`config.mk`:
```
export PLATFORM = sky130hd
export DESIGN_NAME = cdc_lane
export DESIGN_NICKNAME = d
export VERILOG_FILES = /design/src/rtl/cdc_pkg.sv /design/src/rtl/cdc_lane.sv
export SDC_FILE = /design/constraint.sdc
export NUM_CORES = 1
export LEC_CHECK = 0
export ABC_AREA = 1
export BUFFER_PORTS_ARGS = -buffer_cell sky130_fd_sc_hd__buf_4
export CAP_MARGIN = 20
export CORE_MARGIN = 2
export CORE_UTILIZATION = 32
export DETAILED_ROUTE_END_ITERATION = 16
export GPL_ROUTABILITY_DRIVEN = 0
export GPL_TIMING_DRIVEN = 1
export PLACE_DENSITY = 0.56
export SETUP_SLACK_MARGIN = 0.02
export SLEW_MARGIN = 40
export SYNTH_ARGS = -nofsm -noshare
export SYNTH_HDL_FRONTEND = slang
export SYNTH_SLANG_ARGS = --single-unit
```
`constraint.sdc`:
```
create_clock -name clk -period 14.2 [get_ports clk]
set_input_delay 2.84 -clock clk [delete_from_list [all_inputs] [get_ports clk]]
set_output_delay 2.84 -clock clk [all_outputs]
set_load 0.05 [all_outputs]
```
`src/rtl/cdc_pkg.sv`:
```
package cdc_pkg;

  localparam int MAX_BLOCKS    = 512;
  localparam int ELEMENT_RANGE = 32;

  localparam int NUM_ELEMS = 6;
  localparam int ELEM_W    = 5;
  localparam int SIZE_W    = 3;
  localparam int CMD_W     = 2;
  localparam int CFG_IDX_W = 2;
  localparam int FIRST_W   = 9;
  localparam int COUNT_W   = 10;

  // lane count must be a power of two
  localparam int LANES    = 4;
  localparam int LANE_W   = $clog2(LANES);
  localparam int ROWS     = (MAX_BLOCKS + LANES - 1) / LANES;
  localparam int ROW_W    = (ROWS > 1) ? $clog2(ROWS) : 1;
  localparam int ROWCNT_W = $clog2(ROWS + 1);
  localparam int TOTAL_W  = $clog2(MAX_BLOCKS + 1);
  localparam int IDX_W    = ROW_W + LANE_W;
  localparam int CMP_W    = (IDX_W + 1 > TOTAL_W) ? IDX_W + 1 : TOTAL_W;

  localparam int MASK_W = ELEMENT_RANGE;
  localparam int MIDX_W = $clog2(ELEMENT_RANGE);
  localparam int RNG_W  = 8;
  localparam int CNT_W  = $clog2(NUM_ELEMS + 1);

  localparam int IN_FIELDS_W  = NUM_ELEMS * ELEM_W;
  localparam int IN_DATA_W    = ((IN_FIELDS_W + 7) / 8) * 8;
  localparam int USER_W       = CMD_W;
  localparam int OUT_FIELDS_W = 1 + FIRST_W + COUNT_W + 1;
  localparam int OUT_DATA_W   = ((OUT_FIELDS_W + 7) / 8) * 8;

  localparam int OUT_COVERED_BIT = 0;
  localparam int OUT_FIRST_LO    = 1;
  localparam int OUT_COUNT_LO    = OUT_FIRST_LO + FIRST_W;
  localparam int OUT_OVF_BIT     = OUT_COUNT_LO + COUNT_W;

  typedef enum logic [CMD_W-1:0] {
    CMD_LOAD  = 2'd0,
    CMD_QUERY = 2'd1,
    CMD_CLEAR = 2'd2
  } cmd_t;

  typedef enum logic [CFG_IDX_W-1:0] {
    CFG_SUBSET_SIZE = 2'd0,
    CFG_BLOCK_SIZE  = 2'd1,
    CFG_THRESHOLD   = 2'd2
  } cfg_idx_t;

  typedef enum logic [1:0] {
    ST_IDLE,
    ST_SCAN,
    ST_DONE
  } state_t;

  typedef logic [ELEM_W-1:0] elem_t;
  typedef elem_t [NUM_ELEMS-1:0] elem_vec_t;
  typedef logic [MASK_W-1:0] mask_t;

  // subset as a list of elements; pick marks first in-range occurrences
  typedef struct packed {
    logic [NUM_ELEMS-1:0] pick;
    elem_vec_t            elem;
  } query_t;

  typedef struct packed {
    logic              hit;
    logic [LANE_W-1:0] lane;
  } merge_t;

  function automatic logic in_range(input elem_t e);
    return RNG_W'(e) < RNG_W'(ELEMENT_RANGE);
  endfunction

  function automatic mask_t build_mask(input elem_vec_t e, input logic [SIZE_W-1:0] size);
    mask_t m;
    m = '0;
    for (int i = 0; i < NUM_ELEMS; i++) begin
      if (i < int'(size) && in_range(e[i])) begin
        m[MIDX_W'(e[i])] = 1'b1;
      end
    end
    return m;
  endfunction

  function automatic query_t build_query(input elem_vec_t e, input logic [SIZE_W-1:0] size);
    query_t q;
    logic   dup;
    q.elem = e;
    q.pick = '0;
    for (int i = 0; i < NUM_ELEMS; i++) begin
      dup = 1'b0;
      for (int j = 0; j < i; j++) begin
        if (e[j] == e[i]) begin
          dup = 1'b1;
        end
      end
      q.pick[i] = (i < int'(size)) && in_range(e[i]) && !dup;
    end
    return q;
  endfunction

endpackage

```
`src/rtl/cdc_lane.sv`:
```
module cdc_lane (
  input  logic                      clk,
  input  logic                      rst,
  input  logic                      en,
  input  cdc_pkg::mask_t            mask,
  input  cdc_pkg::query_t           query,
  input  logic [cdc_pkg::SIZE_W-1:0] threshold,
  output logic                      hit
);
  import cdc_pkg::*;

  logic [CNT_W-1:0] shared;

  always_comb begin
    shared = '0;
    for (int i = 0; i < NUM_ELEMS; i++) begin
      if (query.pick[i] && mask[MIDX_W'(query.elem[i])]) begin
        shared = shared + CNT_W'(1);
      end
    end
  end

  always_ff @(posedge clk) begin
    if (rst) begin
      hit <= 1'b0;
    end else begin
      hit <= en && ((SIZE_W + CNT_W)'(shared) >= (SIZE_W + CNT_W)'(threshold));
    end
  end

endmodule

```
==> flow_metrics.py <==
metrics = {
    "yosys": {
        "synth_cells": 475,
        "ys.flop_type": "dfxtp_1",
        "synth_fp_nets": 557,
        "seq_area_frac_synth_pct": 0.817,
        "ys_seq_elements": 1,
        "ys_types": 37,
        "netlist_area_sq_um": 2450,
        "synthArstFlopShare_pct": 0,
        "synth_edf_count": 0,
        "synth-warning-count": 0,
        "avgSynthCellArea_sq_um": 5.16,
    },
    "timing": {
        "period_share_pct": 51.0,
        "maxSlewViolCount": 0,
        "max_freq_mhz": 138,
        "finalHoldViolCount": 0,
        "tns_ns": 0,
        "fin_crit_ns": 7.24,
        "rsz0062_at_grt": "no",
        "max_slew_margin_pct": 76.3,
        "setup_slack_ns": 6.96,
        "finalSetupViolCount": 0,
        "worst_pin_slew_ns": 0.355,
    },
    "cts": {
        "hold_buffers": 0,
        "post_cts_buffers": 0,
        "clk_pin_slew_ns": 0,
        "cts_resized": 0,
    },
    "hold_path": {
        "hold_path.class": "in -> reg",
        "min_from": "en",
        "whs_path_depth": 3,
    },
    "setup_path": {
        "slowest_stage": "ha_1",
        "worstSetupStartpoint": "query[0]",
        "path_max_fanout": 19,
        "required_ns": 14.09,
        "worstSetupPathType": "in -> reg",
        "crit_family": "adder cells",
        "cpPeakStageDelay_ns": 0.38,
        "critPathMostFrequentCell": "nand2_1",
        "path_depth": 30,
        "end_kind": "flop",
        "path_buf_inv": 6,
        "crit_path_start_kind": "input pin",
        "arrival_ns": 7.13,
    },
    "flow_run": {
        "drv_cap": 0,
    },
    "drt": {
        "drtAntennaViolNets": 0,
        "drt_iter0_drc": 376,
        "vias_per_cell": 5.56,
        "firstDrtPassIters": 5,
        "drc": 0,
        "wl_mm": 9.95,
        "dr_total_vias": 3483,
        "routedWlPerCell_microns": 15.9,
    },
    "place": {
        "dp_slack_ns": 6.96,
        "portBuffers": 74,
        "dp_cells": 626,
        "hpwl_mm": 7.34,
    },
    "finish": {
        "syn2layout_area_growth_pct": 20.3,
        "diodes": 0,
        "final_nets": 611,
        "seq_area_sq_um": 20.0,
        "fillers": 831,
        "largest_reg_flops": 1,
        "reg.largest.list": "hit: 1 flops",
        "top_register": "hit",
        "layout.cells.non_filler": 626,
        "multi_input_area_sq_um": 2080,
        "drive_gt1_share_pct": 18.6,
    },
    "die": {
        "core_sq_um": 7330,
        "die_w_microns": 91.5,
        "io_pins": 75,
        "die-area_sq_um": 8380,
        "placementRows": 31,
        "die_y_microns": 91.5,
        "initial_core_util_pct": 33.4,
    },
    "power": {
        "p_clk_share_pct": 0,
        "power.leakage_nw": 1.49,
        "total_power_mw": 0.116,
        "switching_power_mw": 0.0684,
        "power_frac_seq_pct": 3.0,
        "swShare_pct": 59.1,
        "pwr_density_cell_nw_per_um2": 39.2,
        "internal_power_mw": 0.0473,
        "vdd_drop_max_mv": 0.0137,
        "combPwrFrac_pct": 97.0,
    },
    "global_route": {
        "grt_usage_pct": 22.8,
        "antenna_found_initial": 0,
        "grt_start_max_net_pins": 20,
        "grt_pass1_wl_mm": 15.4,
        "first_global_vias": 3062,
        "grt-ovfl-total": 0,
    },
    "run_status": {
        "status": "finished, final reports clean",
    },
}
==> cells by family after synthesis <==
| group | after synthesis | synth area share [%] |
|---|---|---|
| DFF | 1 | 0.817 |
| buffers and inverters | 64 | 14.3 |
| AOI/OAI and AO/OA | 107 | 25.3 |
| and+or+nand+nor | 293 | 54.8 |
| adders and majority gates | 8 | 4.08 |
| xor gates and xnor gates | 2 | 0.715 |
==> synthesized netlist by cell type (all sizes together) (7+ instances only) <==
cell type  number  area share (%)
nand3          85              20
a21oi          24             5.1
o21ai          54              11
o221ai         11             3.9
o211ai          7             2.1
nor2           52             8.2
ha              8             4.1
buf            19             6.9
nand2         147              24
inv            41             6.6
==> path summary, 6_finish.rpt <==
path | end | slack [ns]
setup / recovery | hit | 6.96
hold / removal | hit | 3.06
==> per-stage QoR <==
step | hold slack (ns) | util, % | area, sq um
after floorplan | 2.97 | - | 2450
after global placement | 3.06 | 40.2 | 2950
after detailed placement | 3.06 | 40.2 | 2950
after CTS | 3.06 | 40.2 | 2950
after global routing | 3.07 | 40.2 | 2950
final | 3.06 | 40.2 | 2950
==> cell usage in the layout (no fill, tap or decap), types with 2 or more instances in the layout <==
master / n
a21oi_1: 23
buf_4: 74
ha_1: 8
inv_1: 37
inv_2: 2
nand2_1: 142
nand2_2: 2
nand2_4: 3
nand3_1: 76
nand3_2: 7
nand3_4: 2
nand4_1: 4
nor2_1: 50
nor2_2: 2
o211ai_1: 7
o21ai_0: 51
o21ai_1: 3
o221ai_1: 11
o22ai_1: 5
o31ai_1: 5
==> power by group through the flow <==
stage / logic, mW / clock network [mW] / registers, mW
final: 0.112 / 0 / 0.00343
after detailed placement: 0.111 / 0 / 0.00345
after global placement: 0.110 / 0 / 0.00340
after CTS: 0.111 / 0 / 0.00345
after global routing: 0.125 / 0 / 0.00347
after floorplan: 0.0711 / 0 / 0.00497
==> layout make-up <==
type / instances / share of cell area [%]
timing repair buffer: 74 / 18.8
inverter: 42 / 5.77
sequential: 1 / 0.679
multi-input combinational: 410 / 70.5
tap: 99 / 4.20
==> metal layers <==
metal | part of all wire [%] | track usage [%] | up-vias | routed length (microns)
li1 | - | - | 1720 | -
met1 | 45 | 32.2 | 1583 | 4450
met2 | 44 | 35.8 | 151 | 4380
met3 | 7.4 | 2.07 | 29 | 738
met4 | 3.7 | 8.08 | 0 | 373
met5 | 0 | 0 | - | 0
No activity file was read; power rests on OpenSTA's default activity.
